**src/sv/swsr_pkg.sv**
```systemverilog
// Shared types and constants for the single-wire sensor reader.
// No dependencies; imported by swsr_core, single_wire_sensor_reader, reader_checker and tb_top.
`timescale 1ns / 1ps
`default_nettype none

package swsr_pkg;

  // Width of the tick counter; the count saturates at its maximum.
  localparam int CNT_W = 16;
  // Compare width wide enough for both the counter and a 16-bit target.
  localparam int LIM_W = (CNT_W > 16) ? CNT_W : 16;
  localparam logic [CNT_W-1:0] CNT_MAX = {CNT_W{1'b1}};

  localparam logic FUNC_TICK  = 1'b0;
  localparam logic FUNC_START = 1'b1;

  localparam logic [1:0] KIND_NONE   = 2'd0;
  localparam logic [1:0] KIND_STATUS = 2'd1;
  localparam logic [1:0] KIND_BYTE   = 2'd2;

  localparam logic [1:0] STATUS_NONE = 2'd0;
  localparam logic [1:0] STATUS_OK   = 2'd1;
  localparam logic [1:0] STATUS_BAD  = 2'd2;

  localparam logic [2:0] REG_START_LOW   = 3'd0;
  localparam logic [2:0] REG_RELEASE     = 3'd1;
  localparam logic [2:0] REG_RESP_SAMPLE = 3'd2;
  localparam logic [2:0] REG_RESP_CONF   = 3'd3;
  localparam logic [2:0] REG_BIT_SAMPLE  = 3'd4;
  localparam logic [2:0] REG_FRAME_BYTES = 3'd5;

  typedef enum logic [8:0] {
    PH_IDLE        = 9'b000000001,
    PH_START_LOW   = 9'b000000010,
    PH_RELEASE     = 9'b000000100,
    PH_RESP_SAMPLE = 9'b000001000,
    PH_RESP_CONF   = 9'b000010000,
    PH_WAIT_LOW    = 9'b000100000,
    PH_BIT_HIGH    = 9'b001000000,
    PH_BIT_DELAY   = 9'b010000000,
    PH_BIT_LOW     = 9'b100000000
  } phase_t;

  typedef struct packed {
    phase_t           phase;
    logic [CNT_W-1:0] tick_count;
    logic [2:0]       bit_index;
    logic [7:0]       shift_byte;
    logic [2:0]       byte_index;
  } swsr_state_t;

  typedef struct packed {
    logic [15:0] start_low_ticks;
    logic [7:0]  release_ticks;
    logic [7:0]  response_sample_ticks;
    logic [7:0]  response_confirm_ticks;
    logic [7:0]  bit_sample_ticks;
    logic [3:0]  frame_bytes;
  } swsr_cfg_t;

  typedef struct packed {
    logic       drive_low;
    logic [1:0] result_kind;
    logic [1:0] response_status;
    logic [7:0] data_byte;
    logic       last_byte;
  } swsr_result_t;

endpackage

`default_nettype wire

```
**src/sv/swsr_core.sv**
```systemverilog
// Next-state and result logic of the sensor reader for one request.
// Depends on swsr_pkg for the state, configuration and result types.
`timescale 1ns / 1ps
`default_nettype none

module swsr_core import swsr_pkg::*; (
  input  wire swsr_state_t  st,
  input  wire swsr_cfg_t    cfg,
  input  wire logic         func,
  input  wire logic         line_level,
  output swsr_state_t       st_next,
  output swsr_result_t      res
);

  logic [15:0]      target;
  logic [LIM_W-1:0] lim;
  logic [CNT_W-1:0] cnt_inc;
  logic             done;
  logic [CNT_W-1:0] cnt_after;
  logic [3:0]       fb;

  // One shared wait counter serves every timed phase.
  always_comb begin
    unique case (st.phase)
      PH_START_LOW:   target = cfg.start_low_ticks;
      PH_RELEASE:     target = {8'd0, cfg.release_ticks};
      PH_RESP_SAMPLE: target = {8'd0, cfg.response_sample_ticks};
      PH_RESP_CONF:   target = {8'd0, cfg.response_confirm_ticks};
      PH_BIT_DELAY:   target = {8'd0, cfg.bit_sample_ticks};
      default:        target = 16'd0;
    endcase
  end

  always_comb begin
    lim = (target == 16'd0) ? LIM_W'(1) : LIM_W'(target);
    if (lim > LIM_W'(CNT_MAX)) begin
      lim = LIM_W'(CNT_MAX);
    end
    cnt_inc   = (st.tick_count == CNT_MAX) ? st.tick_count : st.tick_count + 1'b1;
    done      = LIM_W'(cnt_inc) >= lim;
    cnt_after = done ? '0 : cnt_inc;
  end

  always_comb begin
    if (cfg.frame_bytes == 4'd0) begin
      fb = 4'd1;
    end else if (cfg.frame_bytes > 4'd8) begin
      fb = 4'd8;
    end else begin
      fb = cfg.frame_bytes;
    end
  end

  always_comb begin
    st_next = st;
    res     = '0;
    if (func == FUNC_START) begin
      // A start request while busy is dropped.
      if (st.phase == PH_IDLE) begin
        st_next.phase      = PH_START_LOW;
        st_next.tick_count = '0;
        st_next.bit_index  = 3'd0;
        st_next.shift_byte = 8'd0;
        st_next.byte_index = 3'd0;
      end
    end else begin
      unique case (st.phase)
        PH_IDLE: begin
        end
        PH_START_LOW: begin
          st_next.tick_count = cnt_after;
          if (done) begin
            st_next.phase = PH_RELEASE;
          end
        end
        PH_RELEASE: begin
          st_next.tick_count = cnt_after;
          if (done) begin
            st_next.phase = PH_RESP_SAMPLE;
          end
        end
        PH_RESP_SAMPLE: begin
          st_next.tick_count = cnt_after;
          if (done) begin
            if (!line_level) begin
              st_next.phase = PH_RESP_CONF;
            end else begin
              res.result_kind     = KIND_STATUS;
              res.response_status = STATUS_NONE;
              st_next.phase       = PH_IDLE;
            end
          end
        end
        PH_RESP_CONF: begin
          st_next.tick_count = cnt_after;
          if (done) begin
            res.result_kind = KIND_STATUS;
            if (line_level) begin
              res.response_status = STATUS_OK;
              st_next.phase       = PH_WAIT_LOW;
            end else begin
              res.response_status = STATUS_BAD;
              st_next.phase       = PH_IDLE;
            end
          end
        end
        PH_WAIT_LOW: begin
          if (!line_level) begin
            st_next.phase      = PH_BIT_HIGH;
            st_next.bit_index  = 3'd0;
            st_next.shift_byte = 8'd0;
            st_next.byte_index = 3'd0;
          end
        end
        PH_BIT_HIGH: begin
          if (line_level) begin
            st_next.tick_count = '0;
            st_next.phase      = PH_BIT_DELAY;
          end
        end
        PH_BIT_DELAY: begin
          st_next.tick_count = cnt_after;
          if (done) begin
            st_next.shift_byte = {st.shift_byte[6:0], line_level};
            st_next.bit_index  = st.bit_index + 3'd1;
            st_next.phase      = PH_BIT_LOW;
          end
        end
        PH_BIT_LOW: begin
          if (!line_level) begin
            if (st.bit_index == 3'd0) begin
              res.result_kind = KIND_BYTE;
              res.data_byte   = st.shift_byte;
              if ({1'b0, st.byte_index} + 4'd1 >= fb) begin
                res.last_byte = 1'b1;
                st_next.phase = PH_IDLE;
              end else begin
                st_next.byte_index = st.byte_index + 3'd1;
                st_next.phase      = PH_BIT_HIGH;
              end
              st_next.shift_byte = 8'd0;
            end else begin
              st_next.phase = PH_BIT_HIGH;
            end
          end
        end
        default: begin
          st_next.phase = PH_IDLE;
        end
      endcase
    end
    res.drive_low = (st_next.phase == PH_START_LOW);
  end

endmodule

`default_nettype wire

```
**src/sv/single_wire_sensor_reader.sv**
```systemverilog
// Top level of the single-wire sensor reader: request register, state, result register.
// Depends on swsr_pkg and swsr_core.
`timescale 1ns / 1ps
`default_nettype none

// Each request is either one microsecond tick with the sampled data line level or a
// start request, and every request yields exactly one result (result_kind tells whether
// it carries a response status, a data byte or nothing). The block takes one request
// per clock cycle; a request passes an input register and then the result register,
// and the only thing that slows the rate is out_ready being low. drive_low in each
// result is the line drive to apply until the next tick. Write configuration registers
// only while no request is in flight.
module single_wire_sensor_reader import swsr_pkg::*; (
  input  wire logic       clk,
  input  wire logic       rst,
  input  wire logic       in_valid,
  output logic            in_ready,
  input  wire logic       func,
  input  wire logic       line_level,
  output logic            out_valid,
  input  wire logic       out_ready,
  output logic            drive_low,
  output logic [1:0]      result_kind,
  output logic [1:0]      response_status,
  output logic [7:0]      data_byte,
  output logic            last_byte,
  input  wire logic       cfg_valid,
  output logic            cfg_ready,
  input  wire logic [2:0] cfg_index,
  input  wire logic [15:0] cfg_data
);

  swsr_cfg_t    cfg;
  swsr_state_t  st;
  swsr_state_t  st_next;
  swsr_result_t res;
  logic         s1_valid;
  logic         s1_func;
  logic         s1_line;
  logic         s1_go;

  assign cfg_ready = 1'b1;
  assign s1_go     = s1_valid && (!out_valid || out_ready);
  assign in_ready  = !s1_valid || s1_go;

  always_ff @(posedge clk) begin
    if (rst) begin
      cfg.start_low_ticks        <= 16'd18000;
      cfg.release_ticks          <= 8'd20;
      cfg.response_sample_ticks  <= 8'd40;
      cfg.response_confirm_ticks <= 8'd80;
      cfg.bit_sample_ticks       <= 8'd40;
      cfg.frame_bytes            <= 4'd5;
    end else if (cfg_valid) begin
      unique case (cfg_index)
        REG_START_LOW:   cfg.start_low_ticks        <= cfg_data;
        REG_RELEASE:     cfg.release_ticks          <= cfg_data[7:0];
        REG_RESP_SAMPLE: cfg.response_sample_ticks  <= cfg_data[7:0];
        REG_RESP_CONF:   cfg.response_confirm_ticks <= cfg_data[7:0];
        REG_BIT_SAMPLE:  cfg.bit_sample_ticks       <= cfg_data[7:0];
        REG_FRAME_BYTES: cfg.frame_bytes            <= cfg_data[3:0];
        default: begin
        end
      endcase
    end
  end

  swsr_core u_core (
    .st         (st),
    .cfg        (cfg),
    .func       (s1_func),
    .line_level (s1_line),
    .st_next    (st_next),
    .res        (res)
  );

  always_ff @(posedge clk) begin
    if (rst) begin
      s1_valid <= 1'b0;
    end else if (in_ready) begin
      s1_valid <= in_valid;
    end
  end

  always_ff @(posedge clk) begin
    if (in_ready && in_valid) begin
      s1_func <= func;
      s1_line <= line_level;
    end
  end

  always_ff @(posedge clk) begin
    if (rst) begin
      st.phase      <= PH_IDLE;
      st.tick_count <= '0;
      st.bit_index  <= 3'd0;
      st.shift_byte <= 8'd0;
      st.byte_index <= 3'd0;
      out_valid     <= 1'b0;
    end else begin
      if (s1_go) begin
        st        <= st_next;
        out_valid <= 1'b1;
      end else if (out_ready) begin
        out_valid <= 1'b0;
      end
    end
  end

  always_ff @(posedge clk) begin
    if (s1_go) begin
      drive_low       <= res.drive_low;
      result_kind     <= res.result_kind;
      response_status <= res.response_status;
      data_byte       <= res.data_byte;
      last_byte       <= res.last_byte;
    end
  end

  // Every path back to idle leaves the wait counter cleared.
  a_idle_count_clear: assert property (@(posedge clk) disable iff (rst)
    st.phase == PH_IDLE |-> st.tick_count == '0)
    else $error("tick counter not clear in idle");

  // While the line is pulled low no status or byte can be reported.
  a_drive_no_result: assert property (@(posedge clk) disable iff (rst)
    out_valid && drive_low |-> result_kind == KIND_NONE)
    else $error("result reported during start pulse");

  // Byte fields stay zero unless a byte is reported.
  a_byte_fields: assert property (@(posedge clk) disable iff (rst)
    out_valid && result_kind != KIND_BYTE |-> data_byte == 8'd0 && !last_byte)
    else $error("byte fields set without a byte result");

endmodule

`default_nettype wire

```
**config.mk**
```make
export PLATFORM = sky130hd
export DESIGN_NAME = single_wire_sensor_reader
export DESIGN_NICKNAME = d
export VERILOG_FILES = /design/src/sv/swsr_pkg.sv /design/src/sv/swsr_core.sv /design/src/sv/single_wire_sensor_reader.sv
export SDC_FILE = /design/constraint.sdc
export NUM_CORES = 1
export LEC_CHECK = 0
export BUFFER_PORTS_ARGS = -buffer_cell sky130_fd_sc_hd__buf_4
export CAP_MARGIN = 20
export CORE_UTILIZATION = 50
export CTS_BUF_LIST = sky130_fd_sc_hd__clkbuf_8
export CTS_CLUSTER_SIZE = 8
export DETAILED_ROUTE_END_ITERATION = 7
export PLACE_DENSITY = 0.77
export SYNTH_ARGS = -nofsm -noshare
export SYNTH_HDL_FRONTEND = slang
export SYNTH_SLANG_ARGS = --single-unit
```
**constraint.sdc**
```tcl
create_clock -name clk -period 5.1 [get_ports clk]
set_clock_uncertainty 0.1 [all_clocks]
set_input_delay 1.02 -clock clk [delete_from_list [all_inputs] [get_ports clk]]
set_output_delay 1.02 -clock clk [all_outputs]
set_load 0.03 [all_outputs]
```
# Word level (Yosys, flattened, before mapping)
# Index checks and enable logic that the tools add are counted.
totals:
  input_bits: 26
  regBits: 109
  elab_cells: 122
classes:
  addsub: 4
  order_cmp: 4
  bitwise: 2
  n_eq_ne: 23
  muxes: 42
  reduce_logical: 27
op_table:
  columns: ["operator", "n"]
  rows:
  - ["$pmux 9 s9", 1]
  - ["$pmux 16 s5", 1]
  - ["$mux 39", 2]
  - ["$mux 9", 8]
  - ["$mux 16", 4]
  - ["$mux 11", 3]
  - ["$pmux 16 s2", 1]
  - ["$mux 25", 1]
  - ["$pmux 8 s3", 1]
  - ["$eq 9x2->1 const B", 2]
  - ["$add 16x1->16 const B", 1]
  - ["$eq 16x16->1 const B", 1]
  - ["$ge 16x16->1", 1]
  - ["$gt 16x16->1 const B", 1]
  - ["$logic_not 16->1", 1]
  - ["$mux 14", 1]
  - ["$reduce_and 7->1", 2]
  - ["$mux 4", 3]
  - ["$ne 3x3->1 const B", 4]
  - ["$pmux 3 s2", 2]
  - ["$reduce_and 2->1", 6]
  - ["$eq 9x1->1 const B", 1]
  - ["$eq 9x3->1 const B", 1]
  - ["$eq 9x4->1 const B", 1]
  - ["35 further kinds", 52]

# Logic depth before layout (Yosys ltp)
# Gate-level depths: netlist of run 1.
depth:
  ltp_word: 11
  mapped_depth: 17
  mapped_depth_nobuf: 13

# By module
# Synthesis of run 1 repeated with hierarchy kept, for this count alone.
hier_totals:
  hier_cells: 840
  hier_area_um2: 6952.9
by_module_without_submodules:
  columns: ["mod", "cells_per_inst", "area_each_um2", "n_inst"]
  rows:
  - ["single_wire_sensor_reader", 402, 4176.5, 1]
  - ["swsr_core", 438, 2776.4, 1]

# Worst setup path before layout of run 1
# OpenSTA, ideal clock, no wires.
synth_path:
  kind: "reg2reg"
  from: "register, netlist name st[34]"
  to: "register, netlist name st[34]"
  period_less_slack_ps: 4006
  path_slack_ps: 1094
  required_time_ps: 4880
  t_arrival_ps: 3786
  path_stages_with_launch: 16
  setup_time_ps: 120
  path_cell_list: "dfxtp_1 -> buf_4 -> or4_1 -> nor4_2 -> nand2_1 -> and3_1 -> nand4_1 -> o211ai_1 -> ha_1 -> and3_1 -> o21ai_0 -> a311o_2 -> and3_1 -> buf_2 -> o311a_1 -> a211o_1"
synth_between:
  elab_chain_len: 10
synth_rtl:
  columns: ["item", "line_no", "text"]
  rows:
  - ["$eq 9x8->1 (tied with other cells)", "swsr_core.sv:24, swsr_core.sv:67", null]
  - ["$pmux 16 s5", "swsr_core.sv:24", "unique case (st.phase)"]
  - ["$logic_not 16->1", "swsr_core.sv:35", "lim = (target == 16'd0) ? LIM_W'(1) : LIM_W'(target);"]
  - ["$mux 16", "swsr_core.sv:35", null]
  - ["$gt 16x16->1", "swsr_core.sv:36", "if (lim > LIM_W'(CNT_MAX)) begin"]
  - ["$mux 16", "swsr_core.sv:36", null]
  - ["$ge 16x16->1", "swsr_core.sv:40", "done = LIM_W'(cnt_inc) >= lim;"]
  - ["$mux 9, on equally long branches", null, null]
  - ["$pmux 9 s9", "swsr_core.sv:67", "unique case (st.phase)"]
  - ["$mux 39 *", "swsr_core.sv:57", "if (func == FUNC_START) begin"]
# Mark *: on every way between the ends. The rest lies on a longest branch, timed or not. The select of a mux whose other input is x is not followed.
# A chain may end at the register's enable or synchronous reset.

# Worst setup path after layout of run 1
layout_path:
  from: "register, netlist name st[14]"
  to: "register, netlist name st[34]"
layout_between:
  elab_chain_len: 6
layout_rtl:
  columns: ["item", "line_no", "text"]
  rows:
  - ["$add 16x1->16 or $eq 16x16->1 (tied branches)", "swsr_core.sv:39", "cnt_inc = (st.tick_count == CNT_MAX) ? st.tick_count : st.tick_count + 1'b1;"]
  - ["$mux 16 *", "swsr_core.sv:39", null]
  - ["$ge 16x16->1 *", "swsr_core.sv:40", null]
  - ["$mux 9, on equally long branches", null, null]
  - ["$pmux 9 s9 *", "swsr_core.sv:67", null]
  - ["$mux 39 *", "swsr_core.sv:57", null]
# Mark *: on every way between the ends. The rest lies on a longest branch, timed or not.

==> results of run 1 <==
how the worst max path moves through the flow:
stage | slack, ns | endpoint
after CTS | 0.78 | st[34]
after floorplan | 1.09 | st[34]
after global placement | 0.88 | st[34]
final | 0.73 | st[34]
after detailed placement | 0.80 | st[34]
after global routing | 0.47 | st[34]
per-stage QoR:
| step | setup WS (ns) | area, um2 | hold slack [ns] | util, % | instances |
|---|---|---|---|---|---|
| after CTS | 0.7847 | 6465 | 0.3640 | 56.62 | 869 |
| after floorplan | 1.094 | 5883 | 0.3334 | - | 701 |
| after detailed placement | 0.8017 | 6254 | 0.3481 | 54.77 | 853 |
| final | 0.7282 | 6477 | 0.3642 | 56.73 | 871 |
| after global routing | 0.4724 | 6477 | 0.3733 | 56.73 | 871 |
| after global placement | 0.8835 | 6254 | 0.3397 | 54.77 | 853 |
power by group:
group          internal (mW)  total (mW)  leakage (nW)  switching (mW)
Clock                  0.241       0.569         0.110           0.328
Combinational         0.0495       0.136          1.48          0.0865
Sequential             0.889       0.904         0.899          0.0150
Total                   1.18        1.61          2.49           0.430
logic make-up after synthesis:
kind of cell	after synthesis
other	1
adder cells (fa/ha/maj)	24
buffers and inverters	54
AO/OA/AOI/OAI	133
XOR/XNOR	13
AND/OR/NAND/NOR	342
flip-flops	109
multiplexers	25
layout make-up:
| type | instances | area [um2] |
|---|---|---|
| clock inverter | 7 | 87.58 |
| timing repair buffer | 54 | 402.9 |
| clock buffer | 9 | 123.9 |
| multi-input combinational | 538 | 3301 |
| fill | 1045 | 4941 |
| tap | 143 | 178.9 |
| inverter | 11 | 41.29 |
| sequential | 109 | 2342 |
sequential cells by signal, summed over array words and instances (netlist names):
signal and flops:
cfg 52, st 39, data_byte 8, response_status 2, result_kind 2, drive_low 1
last_byte 1, out_valid 1, s1_func 1, s1_line 1, s1_valid 1
worst max-delay path: cells and delay by family, from the launching register on:
kind | cells | cell delay, ns
AOI/OAI and AO/OA | 3 | 0.99
adders and majority gates | 2 | 0.66
and+or+nand+nor | 8 | 2.00
DFF | 1 | 0.50
routing by layer:
| metal | GRT usage [%] | share of wire (%) | vias up |
|---|---|---|---|
| met5 | 0 | 0 | - |
| met4 | 8.800 | 1.9 | 0 |
| met3 | 5.104 | 5.9 | 30 |
| met2 | 38.30 | 48 | 176 |
| met1 | 30.39 | 45 | 2495 |
| li1 | - | - | 2561 |
placed cells by master, fill, tap and decap left out, types with 10 or more instances in the layout:
master / count
sky130_fd_sc_hd__nand2_1: 149
sky130_fd_sc_hd__dfxtp_1: 93
sky130_fd_sc_hd__buf_4: 53
sky130_fd_sc_hd__a21oi_1: 47
sky130_fd_sc_hd__nor2_1: 46
sky130_fd_sc_hd__a22oi_1: 26
sky130_fd_sc_hd__ha_1: 24
sky130_fd_sc_hd__nand3_1: 23
sky130_fd_sc_hd__mux2i_1: 22
sky130_fd_sc_hd__nand4_1: 21
sky130_fd_sc_hd__and3_1: 19
sky130_fd_sc_hd__edfxtp_1: 16
sky130_fd_sc_hd__o21ai_0: 14
sky130_fd_sc_hd__and2_1: 13
sky130_fd_sc_hd__nor3_1: 10
==> results by stage, run 1 <==
Status:
- The flow ran to the end, and the final reports show no timing, DRC or antenna violations.

Synthesis:
- In this run the cell area of the synthesized design comes to 5883 um2.
- Sorting the synthesized cells by area gives the leading types as sky130_fd_sc_hd__dfxtp_1, sky130_fd_sc_hd__nand2_1, sky130_fd_sc_hd__edfxtp_1.
- Of all flip-flops after synthesis, the portion carrying an async set or reset was 0%.
- By count the netlist is led by sky130_fd_sc_hd__nand2_1, sky130_fd_sc_hd__dfxtp_1, sky130_fd_sc_hd__a21oi_1.
- The synthesized netlist devotes 15.61% of its cell area to compound gates.
- Yosys printed 0 warnings.
- The most frequent cell after synthesis is sky130_fd_sc_hd__nand2_1.
- Synthesis instantiated 72 different standard cells from the library.
- After synthesis, the largest family of logic cells by area is simple AND/OR/NAND/NOR gates.
- The synthesized netlist devotes 5.104% of its cell area to adder and majority cells.
- Counting every instance in the synthesized netlist gives 701.
- The proportion of netlist area held by the largest area contributor is 31.65%.
- Summing the areas of all xor and xnor instances in the mapped netlist gives 1.935% of the synthesized area.
- After synthesis, the mean cell area works out to ~8.4 um2.
- After synthesis, flip-flops and latches occupy 39.81% of the total area.
- The synthesized design contains 16 enable-type register cells.
- The number of nets in the synthesized netlist is 751.
- After synthesis, the share of cell area in mux cells is 4.317%.
- The dominant synthesized flop cell is sky130_fd_sc_hd__dfxtp_1.
- sky130_fd_sc_hd__dfxtp_1 takes more of the synthesized area than any other cell.
- The post-synthesis simple-gate area fraction is 29.07%.
- The count of state elements after synthesis is approximately 110.

Placement:
- Detailed placement finished with a half-perimeter wire length of 10,230 um.
- The congestion estimate from routability-driven global placement came to 0.8958.
- During placement, the flow inserted port buffers numbering 41.

Global routing:
- Entering global routing, the biggest net connects 72 pins.
- In the global route stage, overall resource usage came out at 23.48%.
- The number of global-route vias before repair is 4,852.
- The initial antenna violation count is 0.
- The global-route wire length before repair is ~24,000 um.
- The final global-route overflow total is 0.

Final layout:
- For this run, the post-layout net count is 773.
- The growth of design area from synthesis to finish is 10.10%.
- The repair_antennas step left the layout with diodes totalling 0.
- Cells with a size suffix above 1 make up roughly 14% of the layout.

Power:
- The maximum ir drop on the vdd rail is between 0.2 and 0.25 mV.
- Power spread over the standard cell area amounts to 248.4 nW/um2.
- The static power due to leakage is 2.490 nW.
- Summing internal, switching and leakage power gives around 1.6 mW.

Worst hold path:
- The sink of the worst hold path is cfg[8].
- The worst hold path passes through 2 cells.
- The startpoint identified for the worst hold timing path is cfg[8].
- In this run the worst hold path is classified as reg -> reg.

CTS:
- In this run, post-CTS hold repair placed 0 buffers.
- The buffer count from post-CTS setup fixing is 0.
- The tree is rooted in a sky130_fd_sc_hd__clkbuf_8.
- Counting every sink on the clock net gives 109.
- The clock tree synthesis step divided the H-tree into 3 levels.
- The CTS buffer count is 9.
- The later pin in the worst-skew pair is clocked with a latency of 0.39 ns.
- The TritonCTS clock tree is built.
- The count of cells resized by post-cts repair is 0.
- In this run the deepest clock path goes through 2 buffers.
- Clock-pin slew was measured on the worst setup and hold paths at ~0.11 ns.

Setup path:
- The critical path class is reg -> reg.
- The startpoint kind of the worst setup timing path is a register.
- At the worst endpoint, the arrival time is 4.56 ns.
- The launch point of the worst reg-to-reg path is st[14].
- The type of destination of the critical path is a register.
- The setup check on the worst reg-to-reg path leaves a slack of 0.73 ns.
- The required arrival time at the worst endpoint is 5.29 ns.
- The cell at the slowest stage of the critical path is sky130_fd_sc_hd__or4_1.
- The critical path launch point is st[14].
- The path depth of the worst reg2reg path is 13.
- In this run the critical register-to-register path is captured at st[34].
- The largest single stage delay on the critical path is 0.63 ns.
- In this run the worst path has a maximum fanout of 13.
- The signal on the critical path passes through ha_1 -> nand4_1 -> or4_1 -> nand4_1 -> nor2_1 -> or2_2 -> ha_1 -> nand2_1 -> or3_1 -> a311o_2 -> and3_1 -> o311a_1 -> a211o_1.

STA:
- The final-report setup violation count is 0.
- The fmax is between 0.2 and 0.25 GHz.
- The headroom to the max-slew limit is 34.06%.
- The clock period could shrink to 4.372 ns.
- Setup repair after global routing left no endpoint under its margin.
- The final sum of negative setup slack is 0 ns.
- The final clock period utilization by the worst path is 85.72%.
- The total count of max-transition violations in the final report was 0.
- At the pin with the least slew margin, the transition time is roughly 0.99 ns.
- The count of final hold-check violations was 0.

Route:
- The total via count in the routed design is 5,262.
- The first-iteration detailed-routing DRC count is 354.
- The remaining antenna violation count after routing is 0.
- Dividing the detail-routed wire length by the instance count gives 16.28 um.
- The count of unresolved DRC violations after routing is 0.
- The first-pass iteration count of the detailed router is 5.
- The routed wire length is 14,180 um.
- Dividing the detail-routed via count by the number of cells gives just over 6.

Die:
- The initial cell density of the core is 51.52%.
- In this run the horizontal extent of the chip is 110.5 um.
- In this run the vertical extent of the chip is approximately 110 um.
- The die footprint is 12,200 um2.
- The number of I/O pins is 43.
- The number of rows in the core area is 39.
- The core region is 11,420 um2.

Run:
- The tool flagged a number of max-cap violations equal to 0.
Note: power is estimated with default switching activity, not from simulation.
==> inputs of run 2 (changes only) <==
Settings changed: ABC_CLOCK_PERIOD_IN_PS set to 5100, RECOVER_POWER set to 25, REMOVE_ABC_BUFFERS set to 1.
==> run 2 against run 1 <==
Against the previous run: clock power decreased by 12%; highest routed layer unchanged; critical path type unchanged; critical path depth unchanged; utilization decreased by 0.46 points; clock-buffer cell count increased by 1; register-to-register slack got worse by 0.05 ns; maximum frequency decreased by 1.1%; routed wire length decreased by 0.30%; first-iteration DRC count decreased by 17%.
==> results by stage, run 2 (synthesized netlist as in run 1, its figures left out) <==
Setup path:
- The startpoint kind of the worst setup timing path is a register.
- The required arrival time at the worst endpoint is 5.28 ns.
- The path depth of the worst reg2reg path is 13.
- The critical path class is reg -> reg.
- The critical path launch point is st[34].
- Broken down by cell family, the worst path's largest delay share belongs to simple AND/OR/NAND/NOR gates.
- The cell at the slowest stage of the critical path is sky130_fd_sc_hd__and4_1.
- The worst register-to-register path has a setup slack of 0.68 ns.
- In this run the worst path has a maximum fanout of 19.
- The most critical setup path has its endpoint at st[34].
- The startpoint identified for the worst register-to-register timing path is st[34].
- The type of destination of the critical path is a register.
- The worst reg2reg path endpoint is st[34].
- The number of cells on the critical path is 13.
- On the worst path, the slowest cell contributes a delay of 0.72 ns.
- The dominant cell type by count on the critical path is sky130_fd_sc_hd__and3_1.
- The data arrival time at the worst-slack endpoint is between 4 and 5 ns.
- The count of buffering cells on the critical path with inverters included is 0.
- The critical path goes through nor4_2 -> and4_1 -> a22oi_1 -> and3_1 -> nand4_1 -> o211ai_1 -> ha_1 -> and3_1 -> o21ai_0 -> a311o_2 -> and3_1 -> o311a_1 -> a211o_1.

Placement:
- The global placer's final weighted congestion is 0.9088.
- The HPWL after detailed placement is 10,400 um.
- The number of port buffers is 41.
- The pre-CTS worst setup slack is 0.7366 ns.
- In this run, placement finished with an instance count of ~850.

Final layout:
- The share of cells above drive strength 1 is 12.95%.
- 0 antenna diodes ended up in the layout.
- The final-layout fill cell count is 1,048.
- The register name with the most flops is cfg.
- Leaving out fill and tap cells, the most frequent cells in the layout are sky130_fd_sc_hd__nand2_1, sky130_fd_sc_hd__dfxtp_1, sky130_fd_sc_hd__a21oi_1, sky130_fd_sc_hd__nor2_1, sky130_fd_sc_hd__buf_4.
- In the final design database the tool counted just under 800 nets.
- After the flow finishes, the layout carries non-filler instances totaling 869.
- The most common library cell in the layout ignoring fill and taps is sky130_fd_sc_hd__nand2_1.
- The largest registers in the layout are cfg (52), st (39), data_byte (8).
- Compared with the post-synthesis result, the final layout area differs by 9.209%.
- The register with the most flip-flops in the layout has 52 of them.
- The final cell utilization of the core is between 50% and 60%.

Die:
- The die is ~110 um tall.
- The floorplan step defined a die boundary enclosing between 10,000 and 15,000 um2.
- The initial utilization of the core area, before any placement, comes to 51.52%.
- Row generation in the floorplan step produced 39 rows.
- The total area inside the core boundary comes to about 11,000 um2.
- Pin placement for this block handled 43 I/O pins.
- The die boundary width is 110.5 um.

Worst hold path:
- The worst hold path was traced through 2 stages.
- In this run the worst hold path is classified as reg -> reg.

Route:
- The first TritonRoute pass finished after 5 iterations.
- The count of unresolved DRC violations after routing is 0.
- The detail route stage leaves a number of antenna-violating nets equal to 0.
- The final layout contains routed wiring with a total length of 14,140 um.
- The total via count in the routed design is just over 5,000.
- After detailed routing, the average wire length per cell comes to 16.27 um.
- The first-iteration detailed-routing DRC count is 293.
- Using the TritonRoute via totals, the vias-per-cell ratio works out to 5.946.

Global routing:
- The initial antenna violation count is 0.
- After global routing the overflow that remains totals 0.
- Entering global routing, the biggest net connects 72 pins.
- The global-route wire length before repair is ~24,000 um.
- The number of global-route vias before repair came to just under 5,000.
- The aggregate global-route resource usage is 23.66%.

STA:
- The transition at the pin with the smallest max-transition slack is 1.017 ns.
- The fmax is 0.2263 GHz.
- The minimum period implied by the final worst setup slack is 4.420 ns.
- The headroom to the max-slew limit is 32.05%.
- The total count of max-transition violations in the final report was 0.
- The count of final hold-check violations was 0.
- After layout, the worst setup slack is 0.6803 ns.
- Setup repair after global routing left no endpoint under its margin.
- Dividing the final minimum period by the clock period gives between 80 and 90%.
- The final sum of negative setup slack is 0 ns.
- Setup violations remaining at the end of the flow were counted as 0.

CTS:
- After clock tree synthesis, the repair step resized 0 gates.
- The root cell of the clock tree is sky130_fd_sc_hd__clkbuf_8.
- The buffer count from post-CTS setup fixing is 0.
- The count of clock tree sinks is 109.
- In this run the deepest clock path goes through 2 buffers.
- The cts-stage hold buffer count is 0.
- Clock tree synthesis inserted a total of 9 buffers.
- The TritonCTS clock tree is built.
- The latest clock arrival within the worst-skew pair is 0.38 ns.
- The H-tree generated during clock tree synthesis spans 3 levels.
- The clock-pin transition on the worst setup and hold timing paths is 0.10 ns.

Power:
- The static power due to leakage is between 2 and 2.5 nW.
- The power density over the cells is 239.6 nW/um2.
- Across the VDD grid, the largest voltage drop is 0.1690 mV.

Status:
- The flow ran to the end, and the final reports show no timing, DRC or antenna violations.

Run:
- The max-capacitance violation count is 0.
-- run 2: cell count changes in the layout (fill, tap and decap cells not counted) --
cell	before	now
sky130_fd_sc_hd__and2_0	0	1
sky130_fd_sc_hd__and2_1	13	12
sky130_fd_sc_hd__buf_2	1	0
sky130_fd_sc_hd__buf_4	53	46
sky130_fd_sc_hd__bufinv_16	1	0
sky130_fd_sc_hd__clkbuf_1	0	3
sky130_fd_sc_hd__clkbuf_4	0	3
sky130_fd_sc_hd__clkbuf_8	9	10
sky130_fd_sc_hd__clkinv_2	0	1
sky130_fd_sc_hd__clkinv_4	1	2
sky130_fd_sc_hd__clkinvlp_4	0	1
sky130_fd_sc_hd__inv_8	3	0
-- run 2: area by class of cell --
type | count | area [um2] | share of cell area [%]
repair buffers | 52 | 379.1 | 5.901
flip-flops and latches | 109 | 2342 | 36.46
inverters | 11 | 41.29 | 0.6426
multi-input cells | 538 | 3301 | 51.37
clock buffers | 10 | 137.6 | 2.142
well taps | 143 | 178.9 | 2.785
clock inverters | 6 | 45.04 | 0.7011
-- run 2: how the worst min path moves through the flow --
| stage | startpoint | to | slack, ns |
|---|---|---|---|
| after floorplan | cfg[36] | cfg[36] | 0.33 |
| after global placement | st[10] | st[10] | 0.34 |
| after detailed placement | cfg[19] | cfg[19] | 0.35 |
| after CTS | cfg[19] | cfg[19] | 0.37 |
| after global routing | cfg[10] | cfg[10] | 0.38 |
| final | cfg[19] | cfg[19] | 0.37 |
-- run 2: report_power, final --
group	switching [mW]	leakage [nW]	internal (mW)
Sequential	0.0147	0.899	0.889
Combinational	0.0877	1.46	0.0483
Clock	0.306	0.0932	0.194
-- run 2: per-layer routing --
metal	global-route usage (%)	routed length [um]
met1	32.14	6434
met3	3.677	680
met2	39.01	6826
met5	0	0
met4	6.489	195
-- run 2: worst register-to-register path: cells and delay by family (launching register included) --
family                     cells  cell delay, ns
and+or+nand+nor                6            2.08
DFF                            1            0.41
adders and majority gates      1            0.31
AOI/OAI and AO/OA              6            1.42
-- run 2: through the flow --
step | hold WS [ns] | total power [mW] | cell area, um2
2_1_floorplan | 0.3297 | 0.9934 | 5684
3_3_place_gp | 0.3428 | 1.054 | 6238
3_5_place_dp | 0.3527 | 1.059 | 6246
4_1_cts | 0.3667 | 1.541 | 6429
5_1_grt | 0.3766 | 1.593 | 6425
6_report | 0.3651 | 1.539 | 6425
